==> src/hdl/rau_pkg.sv <==
// Package with the beat types, codes and command set of the rational arithmetic unit.
`timescale 1ns / 1ps
package rau_pkg;

   // Action codes of a request beat.
   localparam logic [3:0] ACT_ADD = 4'd0;
   localparam logic [3:0] ACT_SUB = 4'd1;
   localparam logic [3:0] ACT_MUL = 4'd2;
   localparam logic [3:0] ACT_DIV = 4'd3;
   localparam logic [3:0] ACT_NEG = 4'd4;
   localparam logic [3:0] ACT_EQ  = 4'd5;
   localparam logic [3:0] ACT_LT  = 4'd6;
   localparam logic [3:0] ACT_LE  = 4'd7;
   localparam logic [3:0] ACT_GT  = 4'd8;
   localparam logic [3:0] ACT_GE  = 4'd9;

   // Status codes of a response beat.
   localparam logic [1:0] STATUS_OK   = 2'd0;
   localparam logic [1:0] STATUS_ZERO = 2'd1;
   localparam logic [1:0] STATUS_OVF  = 2'd2;

   // Width of the intermediate products and of the divider.
   localparam int WIDE_W    = 64;
   localparam int DIV_STEPS = WIDE_W;
   localparam int CNT_W     = $clog2(DIV_STEPS);

   typedef struct packed {
      logic [3:0]         action;
      logic signed [31:0] a_num;
      logic [30:0]        a_den;
      logic signed [31:0] b_num;
      logic [30:0]        b_den;
   } req_type;

   typedef struct packed {
      logic signed [31:0] res_num;
      logic [30:0]        res_den;
      logic               cmp_true;
      logic [1:0]         status;
   } rsp_type;

   // Commands from the controller to the datapath.
   typedef enum logic [4:0] {
      CMD_NONE,
      CMD_LOAD,
      CMD_MUL_LEFT,
      CMD_MUL_RIGHT,
      CMD_MUL_DEN,
      CMD_MUL_NUM,
      CMD_FORM,
      CMD_GCD_STEP,
      CMD_DIV_INIT_NUM,
      CMD_DIV_INIT_DEN,
      CMD_DIV_STEP,
      CMD_SAVE_NUM,
      CMD_SAVE_DEN,
      CMD_EMIT_ERR,
      CMD_EMIT_NEG,
      CMD_EMIT_CMP,
      CMD_EMIT_ARITH
   } cmd_type;

   // Status from the datapath to the controller.
   typedef struct packed {
      logic [3:0] action;
      logic       den_zero;
      logic       b_num_zero;
      logic       mag_zero;
      logic       gcd_done;
   } dp_status_type;

endpackage

==> src/hdl/rau_controller.sv <==
// Controller state machine that sequences the datapath for one request beat.
`timescale 1ns / 1ps
module rau_controller (
   input  logic                  clock,
   input  logic                  reset,
   input  logic                  req_valid,
   output logic                  req_ready,
   output logic                  rsp_valid,
   input  logic                  rsp_ready,
   input  rau_pkg::dp_status_type status,
   output rau_pkg::cmd_type      cmd
);
   import rau_pkg::*;

   typedef enum logic [3:0] {
      ST_IDLE, ST_CHECK, ST_MUL_L, ST_MUL_R, ST_MUL_D, ST_MUL_N, ST_FORM, ST_GCD,
      ST_DIV_INIT_N, ST_DIV_N, ST_SAVE_N, ST_DIV_INIT_D, ST_DIV_D, ST_SAVE_D, ST_FIN
   } state_type;

   state_type        state_ff;
   cmd_type          fin_kind_ff;
   logic [CNT_W-1:0] count_ff;
   logic             rsp_valid_ff;
   logic             out_free;

   assign out_free  = !rsp_valid_ff || rsp_ready;
   assign req_ready = state_ff == ST_IDLE;
   assign rsp_valid = rsp_valid_ff;

   // Command decode from the current state.
   always_comb begin
      unique case (state_ff)
         ST_IDLE:       cmd = req_valid ? CMD_LOAD : CMD_NONE;
         ST_MUL_L:      cmd = CMD_MUL_LEFT;
         ST_MUL_R:      cmd = CMD_MUL_RIGHT;
         ST_MUL_D:      cmd = CMD_MUL_DEN;
         ST_MUL_N:      cmd = CMD_MUL_NUM;
         ST_FORM:       cmd = CMD_FORM;
         ST_GCD:        cmd = (status.gcd_done || status.mag_zero) ? CMD_NONE : CMD_GCD_STEP;
         ST_DIV_INIT_N: cmd = CMD_DIV_INIT_NUM;
         ST_DIV_INIT_D: cmd = CMD_DIV_INIT_DEN;
         ST_DIV_N:      cmd = CMD_DIV_STEP;
         ST_DIV_D:      cmd = CMD_DIV_STEP;
         ST_SAVE_N:     cmd = CMD_SAVE_NUM;
         ST_SAVE_D:     cmd = CMD_SAVE_DEN;
         ST_FIN:        cmd = out_free ? fin_kind_ff : CMD_NONE;
         default:       cmd = CMD_NONE;
      endcase
   end

   // State, step counter and response valid.
   always_ff @(posedge clock) begin
      if (reset) begin
         state_ff     <= ST_IDLE;
         fin_kind_ff  <= CMD_EMIT_ERR;
         count_ff     <= '0;
         rsp_valid_ff <= 1'b0;
      end else begin
         // The response is raised as the finish state completes and dropped once taken.
         if (state_ff == ST_FIN && out_free) begin
            rsp_valid_ff <= 1'b1;
         end else if (rsp_valid_ff && rsp_ready) begin
            rsp_valid_ff <= 1'b0;
         end
         unique case (state_ff)
            ST_IDLE: begin
               if (req_valid) begin
                  state_ff <= ST_CHECK;
               end
            end
            ST_CHECK: begin
               if (status.den_zero) begin
                  fin_kind_ff <= CMD_EMIT_ERR;
                  state_ff    <= ST_FIN;
               end else if (status.action == ACT_NEG) begin
                  fin_kind_ff <= CMD_EMIT_NEG;
                  state_ff    <= ST_FIN;
               end else if (status.action == ACT_DIV && status.b_num_zero) begin
                  fin_kind_ff <= CMD_EMIT_ERR;
                  state_ff    <= ST_FIN;
               end else if (status.action > ACT_GE || status.action == ACT_EQ) begin
                  fin_kind_ff <= CMD_EMIT_CMP;
                  state_ff    <= ST_FIN;
               end else begin
                  state_ff <= ST_MUL_L;
               end
            end
            ST_MUL_L: state_ff <= ST_MUL_R;
            ST_MUL_R: state_ff <= ST_MUL_D;
            ST_MUL_D: state_ff <= ST_MUL_N;
            ST_MUL_N: begin
               if (status.action >= ACT_LT) begin
                  fin_kind_ff <= CMD_EMIT_CMP;
                  state_ff    <= ST_FIN;
               end else begin
                  state_ff <= ST_FORM;
               end
            end
            ST_FORM: state_ff <= ST_GCD;
            ST_GCD: begin
               if (status.mag_zero) begin
                  fin_kind_ff <= CMD_EMIT_ARITH;
                  state_ff    <= ST_FIN;
               end else if (status.gcd_done) begin
                  state_ff <= ST_DIV_INIT_N;
               end
            end
            ST_DIV_INIT_N: begin
               count_ff <= '0;
               state_ff <= ST_DIV_N;
            end
            ST_DIV_N: begin
               count_ff <= count_ff + 1'b1;
               if (count_ff == CNT_W'(DIV_STEPS - 1)) begin
                  state_ff <= ST_SAVE_N;
               end
            end
            ST_SAVE_N: state_ff <= ST_DIV_INIT_D;
            ST_DIV_INIT_D: begin
               count_ff <= '0;
               state_ff <= ST_DIV_D;
            end
            ST_DIV_D: begin
               count_ff <= count_ff + 1'b1;
               if (count_ff == CNT_W'(DIV_STEPS - 1)) begin
                  state_ff <= ST_SAVE_D;
               end
            end
            ST_SAVE_D: begin
               fin_kind_ff <= CMD_EMIT_ARITH;
               state_ff    <= ST_FIN;
            end
            ST_FIN: begin
               if (out_free) begin
                  state_ff <= ST_IDLE;
               end
            end
            default: state_ff <= ST_IDLE;
         endcase
      end
   end

`ifndef SYNTHESIS
   // A new request is not taken while one is in work.
   a_busy_after_load: assert property (@(posedge clock) disable iff (reset)
      (req_valid && req_ready) |=> !req_ready)
      else $error("request taken while busy");

   // The result register is only written when it is free.
   a_emit_free: assert property (@(posedge clock) disable iff (reset)
      (cmd == CMD_EMIT_ERR || cmd == CMD_EMIT_NEG || cmd == CMD_EMIT_CMP ||
       cmd == CMD_EMIT_ARITH) |-> out_free)
      else $error("result overwritten before it was taken");

   // A response appears only as the finish state completes.
   a_rsp_from_fin: assert property (@(posedge clock) disable iff (reset)
      (rsp_valid_ff && !$past(rsp_valid_ff)) |-> $past(state_ff == ST_FIN))
      else $error("response raised outside the finish state");
`endif

endmodule

==> config.mk <==
export PLATFORM = sky130hd
export DESIGN_NAME = rau_controller
export DESIGN_NICKNAME = d
export VERILOG_FILES = /design/src/hdl/rau_pkg.sv /design/src/hdl/rau_controller.sv
export SDC_FILE = /design/constraint.sdc
export NUM_CORES = 1
export LEC_CHECK = 0
export BUFFER_PORTS_ARGS = -buffer_cell sky130_fd_sc_hd__buf_2
export CAP_MARGIN = 5
export CORE_UTILIZATION = 54
export DETAILED_ROUTE_END_ITERATION = 10
export PLACE_DENSITY_LB_ADDON = 0.25
export SLEW_MARGIN = 40
export SYNTH_ARGS = -nofsm -noshare
export SYNTH_HDL_FRONTEND = slang
export SYNTH_SLANG_ARGS = --single-unit
export TNS_END_PERCENT = 100
==> constraint.sdc <==
create_clock -name clock -period 2.4 [get_ports clock]
set_input_delay 0.12 -clock clock [delete_from_list [all_inputs] [get_ports clock]]
set_output_delay 0.12 -clock clock [all_outputs]
set_load 0.02 [all_outputs]
Yosys cells after proc, flatten, opt, wreduce, memory -nomap -nowiden:

Index checks and enable logic that the tools add are counted.

* flip-flop bits (word level): 16
* output and inout bits: 7
* word-level logic and storage cells: 74

* $add $sub $neg: 1
* magnitude comparators: 2
* eq/ne operators: 26
* multiplexer cells: 26
* reduce and logical (&&, ||, !) cells: 15

Operators by type and width (number)
* case mux 5 bit (13 select lines): 1
* case mux 4 bit (15 select lines): 1
* two-way mux 4 bit: 11
* two-way mux 5 bit: 7
* equality test 4 bit, second input constant: 7
* equality test 4 x 3 -> 1 bit, second input constant: 6
* case mux 5 bit (4 select lines): 1
* equality test 4 x 2 -> 1 bit, second input constant: 3
* inequality test 2 bit, second input constant: 6
* case mux 6 bit (2 select lines): 1
* adder 6 x 1 -> 6 bit, second input constant: 1
* equality test 6 bit, second input constant: 1
* inequality test 5 bit, second input constant: 1
* AND reduction 5 bit: 1
* equality test 4 x 1 -> 1 bit, second input constant: 1
* >= comparator 4 x 3 -> 1 bit, second input constant: 1
* > comparator 4 bit, second input constant: 1
* logical NOT 4 bit: 1
* AND reduction 4 bit: 1
* nonzero test 2 bit: 2
* nonzero test 4 bit: 1
* OR reduction 2 bit: 2
* logical AND 1 bit: 3
* logical OR 1 bit: 3
* other kinds (4): 6

Depth between registers and ports, before layout:

Gate-level depths: netlist of run 1.

* depth in word-level cells: 7
* mapped depth: 6

Least setup slack after synthesis of run 1:

No wires, ideal clock.

* path type: flip-flop to flip-flop
* from: reg count_ff[0]
* to: reg state_ff[3]
* library setup time: 0.103 ns
* arrival time: 1.597 ns
* required time: 2.297 ns
* setup slack: 0.699 ns
* stages on the path, launching flop included: 7
* buffers on the path: 0
* path through: dfxtp_1 ha_1 and3_1 nand3_1 a221oi_4 a31oi_1 a2111oi_2

* cells in the longest elaborated chain, start to end: 3
* elaborated cells between the ends (all ways): 4

RTL lines
* start: declaration: line rau_controller.sv:22 `logic [CNT_W-1:0] count_ff;`
* start signal: assignment: line rau_controller.sv:113 `count_ff <= count_ff + 1'b1;`
* start signal: assignment: line rau_controller.sv:124 `count_ff <= count_ff + 1'b1;`
* equality test 6 bit (*): line rau_controller.sv:114, rau_controller.sv:125
* inequality test 2 bit (no line)
* AND reduction 5 bit (no line) (*)
* end signal: assignment: line rau_controller.sv:115 `state_ff <= ST_SAVE_N;`
* end signal: assignment: line rau_controller.sv:118 `ST_SAVE_N: state_ff <= ST_DIV_INIT_D;`
* end signal: assignment: line rau_controller.sv:126 `state_ff <= ST_SAVE_D;`
* end: declaration: line rau_controller.sv:20 `state_type state_ff;`

Mark *: on every way between the ends. The rest lies on a longest branch, timed or not.
A chain may end at the register's enable or synchronous reset.

Worst setup path in the final report of run 1:

* from: reg state_ff[2]
* to: out cmd[2]

* cells in the longest elaborated chain, start to end: 3
* elaborated cells between the ends (all ways): 16

RTL lines
* start signal: assignment: line rau_controller.sv:54 `state_ff <= ST_IDLE;`
* start signal: assignment: line rau_controller.sv:68 `state_ff <= ST_CHECK;`
* start signal: assignment: line rau_controller.sv:74 `state_ff <= ST_FIN;`
* equality test 4 bit: line rau_controller.sv:32 `unique case (state_ff)`
* OR reduction 2 bit (no line)
* case mux 5 bit (13 select lines) (*): line rau_controller.sv:32
* end: declaration: line rau_controller.sv:11 `output rau_pkg::cmd_type cmd`

Marked as above.

==> flow_summary.yaml, run 1 <==
sta:
  fin_crit_sh: 0.951
  crit_path_time_final_ps: 2280
  fin_tns_setup_ps: 0
  skew_ps: 3.79
  hold_viol_final: 0
  max-slew-margin-rel: 0.592
  grt_setup_unrepaired: "false"
  timing.final.max_slew_violations: 0
  setup_violations: 0
  achievable_freq_mhz: 438
  tightestPinTransition_ps: 612
clocking:
  clock_transition_at_the_registers_of_the_reported_paths_ps: 100
  clock_insertion_delay_worst_skew_ps: 290
  cts_tree: "done"
  ctsHtreeMaxLevel: 1
  cts_sinks: 15
  max-clock-path-buffers: 2
  cts_made_buffers: 3
  ctsRootBufferMaster: "sky130_fd_sc_hd__clkbuf_4"
  post_cts_hold_buffer_count: 0
floorplanning:
  effective_utilization_at_floorplan: 0.599
  design.core.area_sq_um: 1800
  die_outline_area_sq_um: 2180
  die_w_um: 46.7
  io_pins: 19
  floorplan.rows: 15
  die-height_um: 46.7
detailed_routing:
  drc: 0
  drtAntennaViolNets: 0
  dr_iter_0_viols: 54
  dr.pass1.iters: 4
  wl_per_cell_um: 14.4
  routed_via_density: 6.17
  routed-via-count: 1073
  totalWireLength_mm: 2.51
setup_path:
  timing.critical_path.arrival_ps: 2160
  ordered_cell_list_for_the_critical_path: "nand2_1 -> nor4_4 -> a221o_1 -> buf_2"
  worst-path-max-fanout: 16
  longest_individual_stage_delay_on_the_worst_path_ps: 720
  timing_worst_setup_path_type: "flip-flop to primary output"
  crit_path_start: "state_ff[2]"
  worst_setup_path_end_kind: "primary output"
  startpoint_type: "flip-flop"
  cp_slowest_cell: "sky130_fd_sc_hd__dfxtp_1"
  ff2ff_setup_slack_ps: 280
  ff2ff_path_depth: 4
  worst-endpoint-required_ps: 2280
  timing.rr.start: "state_ff[2]"
  r2r_end: "state_ff[3]"
  cp-endpoint: "cmd[2]"
grt:
  grt_antenna_before_repair: 0
  grt.total_usage: 0.272
  globalRoute.totalOverflow: 0
  via_count_of_the_first_global_routing_pass: 979
  grt_pass1_wl_mm: 4.24
  grt_max_degree: 18
yosys:
  synth_area_per_cell_sq_um: 8.05
  synth_instances: 134
  synth.yosys.warnings: 0
  ys_ff_latch: 15
  synth.distinct_cells: 45
  synth_nets: 147
  leading_area_contributor_after_synthesis: "sky130_fd_sc_hd__dfxtp_1"
  synth_largest_type_area_fraction: 0.278
  synth.top_cells.by_area: "sky130_fd_sc_hd__dfxtp_1 28%, sky130_fd_sc_hd__a21oi_1 6.0%, sky130_fd_sc_hd__o21ai_0 4.2%"
  synth_sequential_area_ratio: 0.278
  mappedNetlistArea_sq_um: 1080
place:
  placement.io_buffers: 18
  routabilityCongestion: 0.956
  dp.final_hpwl_mm: 1.80
run_status:
  result_of_the_run: "complete, no violations"
layout:
  fin_nets: 163
  areaGrowthSynthToFinish_pct: 9.51
  layout_commonest_cell: "sky130_fd_sc_hd__buf_2"
  drive_above_1_share: 0.215
  layout.cells.most_common_list: "18 x sky130_fd_sc_hd__buf_2, 14 x sky130_fd_sc_hd__dfxtp_1, 13 x sky130_fd_sc_hd__a21oi_1"
  fin_util: 0.656
  n_antenna_cell: 0
hold_path:
  min_path_type: "input pin to flip-flop"
  worstHoldPathCells: 2
run:
  maxCapViolCount: 0
pwr:
  post-layout-total-power_uw: 912
  leakage_uw: 0.000455
  worst_ir_drop_vdd_v: 0.000486
  total_power_per_unit_cell_area_nw_per_um2: 772
==> how the worst min path moves through the flow <==
stage          slack (ps)           start              to
2_1_floorplan         190           reset     state_ff[3]
3_3_place_gp          440  fin_kind_ff[4]  fin_kind_ff[4]
3_5_place_dp          450  fin_kind_ff[4]  fin_kind_ff[4]
4_1_cts               180       rsp_ready       rsp_valid
5_1_grt               210           reset     state_ff[0]
6_report              180           reset     count_ff[0]
==> cells in the mapped netlist, drive strengths merged <==
cell type,instances
clkbuf,2
o32a,1
nand2b,3
nand4,1
o21ai,9
a221o,2
nor2b,1
a211oi,1
o32ai,1
and3,2
and2,3
a2111oi,1
a21oi,13
o311ai,1
nor2,13
a21boi,1
inv,4
a31oi,2
xnor2,1
or2b,1
mux2i,4
a22oi,2
o22ai,1
ha,1
nand2,12
a21o,1
or2,1
nor3,8
o211ai,2
nor3b,2
buf,5
dfxtp,15
a221oi,1
nand3,5
nand3b,4
a211o,1
nor4,3
a41oi,1
a22o,1
a311oi,1
==> where the power goes <==
group | switching (uW) | internal, uW
registers | 85.3 | 274
clock network | 88.2 | 62.0
logic | 239 | 163
total | 412 | 500
==> layout make-up <==
cell class	count	area [sq um]
clock inverters	1	5.00
flip-flops and latches	15	302
multi-input cells	108	716
inverters	4	15.0
fillers	171	621
clock buffers	3	22.5
repair buffers	18	90.1
well taps	25	31.3
==> critical path, delay by kind of cell (launching register included) <==
kind	cells	cell delay, ps
simple gates	2	790
flops	1	720
compound gates	1	200
buf+inv	1	170
==> per-stage QoR <==
stage / cell area (sq um) / worst slack (ps) / hold slack (ps) / cells
6_report: 1180 / 118 / 180 / 174
2_1_floorplan: 1080 / 699 / 189 / 134
5_1_grt: 1180 / 7.83 / 206 / 174
4_1_cts: 1180 / 141 / 185 / 174
3_5_place_dp: 1150 / 320 / 447 / 170
3_3_place_gp: 1150 / 441 / 444 / 170
==> metal layers <==
| metal | up-vias | wire length [um] | GRT usage |
|---|---|---|---|
| li1 | 531 | - | - |
| met1 | 476 | 1170 | 0.402 |
| met2 | 56 | 1100 | 0.378 |
| met3 | 10 | 172 | 0.0353 |
| met4 | 0 | 61 | 0.137 |
| met5 | - | 0 | 0 |
==> what timing repair did <==
item	CTS	global route
hold endpoints to repair	0	0
gates resized for setup	0	1
setup buffers	0	0
setup endpoints to repair	0	2
==> state kept, by name (all words and copies together) (netlist names) <==
register	flops
count_ff	6
state_ff	4
fin_kind_ff	4
rsp_valid	1
==> kinds of logic after synthesis <==
logic type	count (synthesis)	share of synthesized area
buffers and inverters	11	0.0580
multiplexers	4	0.0371
flip-flops	15	0.278
AND/OR/NAND/NOR	59	0.305
XOR/XNOR	1	0.0255
adder cells (fa/ha/maj)	1	0.0116
AO/OA/AOI/OAI	43	0.284
Power figures use the tool's default switching activity.
==> run 2: changes to the inputs <==
Settings changed: CORE_UTILIZATION 54 to 50.
==> flow_summary.yaml, run 2 (synthesized netlist as in run 1, its figures left out) <==
run_status:
  result_of_the_run: "complete, no violations"
detailed_routing:
  routed-via-count: 1100
  routed_via_density: 6.21
  dr.pass1.iters: 4
  drc: 0
  drtAntennaViolNets: 0
  dr_iter_0_viols: 51
  totalWireLength_mm: 2.61
  wl_per_cell_um: 14.7
floorplanning:
  design.core.area_sq_um: 2000
  effective_utilization_at_floorplan: 0.539
  die_outline_area_sq_um: 2350
  die_w_um: 48.4
  die-height_um: 48.4
  floorplan.rows: 16
  io_pins: 19
layout:
  fin_nets: 164
  max_ffs_per_register: 6
  layout.cells.most_common_list: "18 x sky130_fd_sc_hd__buf_2, 14 x sky130_fd_sc_hd__dfxtp_1, 13 x sky130_fd_sc_hd__a21oi_1"
  layout_commonest_cell: "sky130_fd_sc_hd__buf_2"
  top_reg_by_flops: "count_ff"
  n_antenna_cell: 0
  largest_registers: "count_ff (6), fin_kind_ff (4), state_ff (4)"
  areaGrowthSynthToFinish_pct: 10.3
  drive_above_1_share: 0.213
sta:
  timing.final.max_slew_violations: 0
  achievable_freq_mhz: 471
  slack_of_the_critical_path_ps: 276
  fin_tns_setup_ps: 0
  crit_path_time_final_ps: 2120
  tightestPinTransition_ps: 564
  hold_viol_final: 0
  setup_violations: 0
  grt_setup_unrepaired: "false"
  max-slew-margin-rel: 0.621
  fin_crit_sh: 0.885
  skew_ps: 7.69
hold_path:
  min_path_type: "input pin to flip-flop"
  worstHoldPathCells: 4
grt:
  grt_antenna_before_repair: 0
  globalRoute.totalOverflow: 0
  global_route.peak_usage_layer: "met2"
  grt_max_degree: 17
  gr-usage-met1: 0.341
  grt_pass1_wl_mm: 4.32
  via_count_of_the_first_global_routing_pass: 941
  met2_usage: 0.347
  grt.total_usage: 0.237
  grt_use_met3: 0.0314
setup_path:
  startpoint_type: "flip-flop"
  timing_worst_setup_path_type: "flip-flop to primary output"
  ff2ff_path_depth: 5
  worst-endpoint-required_ps: 2280
  worst-path-max-fanout: 15
  worst_setup_path_end_kind: "primary output"
  timing.critical_path.arrival_ps: 2000
clocking:
  post_cts_hold_buffer_count: 0
  cts_tree: "done"
  ctsRootBufferMaster: "sky130_fd_sc_hd__clkbuf_4"
  cts_sinks: 15
  max-clock-path-buffers: 2
  ctsHtreeMaxLevel: 1
  clock_insertion_delay_worst_skew_ps: 290
  clock_transition_at_the_registers_of_the_reported_paths_ps: 100
  cts_made_buffers: 3
pwr:
  leakage_uw: 0.000458
  total_power_per_unit_cell_area_nw_per_um2: 779
  post-layout-total-power_uw: 927
  power.switching_uw: 418
  worst_ir_drop_vdd_v: 0.000501
  netSwitchingFraction: 0.452
  power.internal_uw: 508
  clkPwrFrac: 0.164
  seqPwrFrac: 0.382
  logic_gate_share_of_total_power: 0.455
place:
  minimum_setup_slack_after_placement_ps: 313
  placement.io_buffers: 18
  dp.final_hpwl_mm: 1.94
  routabilityCongestion: 0.903
run:
  maxCapViolCount: 0
-- run 2: cell types whose count changed in the layout (fill, tap and decap cells not counted) --
cell / change
sky130_fd_sc_hd__clkinv_2: -1
sky130_fd_sc_hd__clkbuf_1: +1
sky130_fd_sc_hd__buf_4: +1
-- run 2: per-layer routing --
metal	part of all wire	up-vias	wire [um]
met5	0	-	0
met4	0.035	0	90
met3	0.071	12	185
met2	0.46	57	1190
met1	0.44	499	1140
li1	-	532	-
-- run 2: timing repair --
| action | CTS | global route |
|---|---|---|
| setup buffers | 0 | 0 |
| gates resized for setup | 0 | 1 |
| setup endpoints to repair | 0 | 4 |
-- run 2: cell type report --
| class | count | area [sq um] |
|---|---|---|
| Sequential cell | 15 | 302 |
| Timing Repair Buffer | 19 | 97.6 |
| Fill cell | 199 | 812 |
| Inverter | 4 | 15.0 |
| Tap cell | 27 | 33.8 |
| Clock buffer | 4 | 26.3 |
| Multi-Input combinational cell | 108 | 716 |
-- run 2: power by group through the flow --
stage	Sequential [uW]	Clock, uW	Combinational [uW]
final	354	152	421
after CTS	348	152	417
after global placement	353	0	407
after global routing	360	169	457
after floorplan	293	0	390
after detailed placement	354	0	415
-- run 2: worst max-delay path: stages, from the launching register on --
cell and delay, ps:
sky130_fd_sc_hd__dfxtp_1 640, sky130_fd_sc_hd__nand3_1 180, sky130_fd_sc_hd__nor3_1 470, sky130_fd_sc_hd__a221o_1 250
sky130_fd_sc_hd__buf_2 160
-- run 2: path summary, 6_finish.rpt --
kind,start,to,slack (ps)
max,state_ff[3],cmd[2],280
min,rsp_ready,rsp_valid,170
max reg2reg,state_ff[1],state_ff[3],460
min reg2reg,fin_kind_ff[4],fin_kind_ff[4],460
-- run 2: through the flow --
step | area, sq um | utilization | instances | hold WS, ps
3_5_place_dp | 1160 | 0.581 | 173 | 450
5_1_grt | 1190 | 0.594 | 177 | 198
3_3_place_gp | 1160 | 0.581 | 173 | 458
2_1_floorplan | 1080 | - | 134 | 189
6_report | 1190 | 0.594 | 177 | 174
4_1_cts | 1190 | 0.594 | 177 | 175
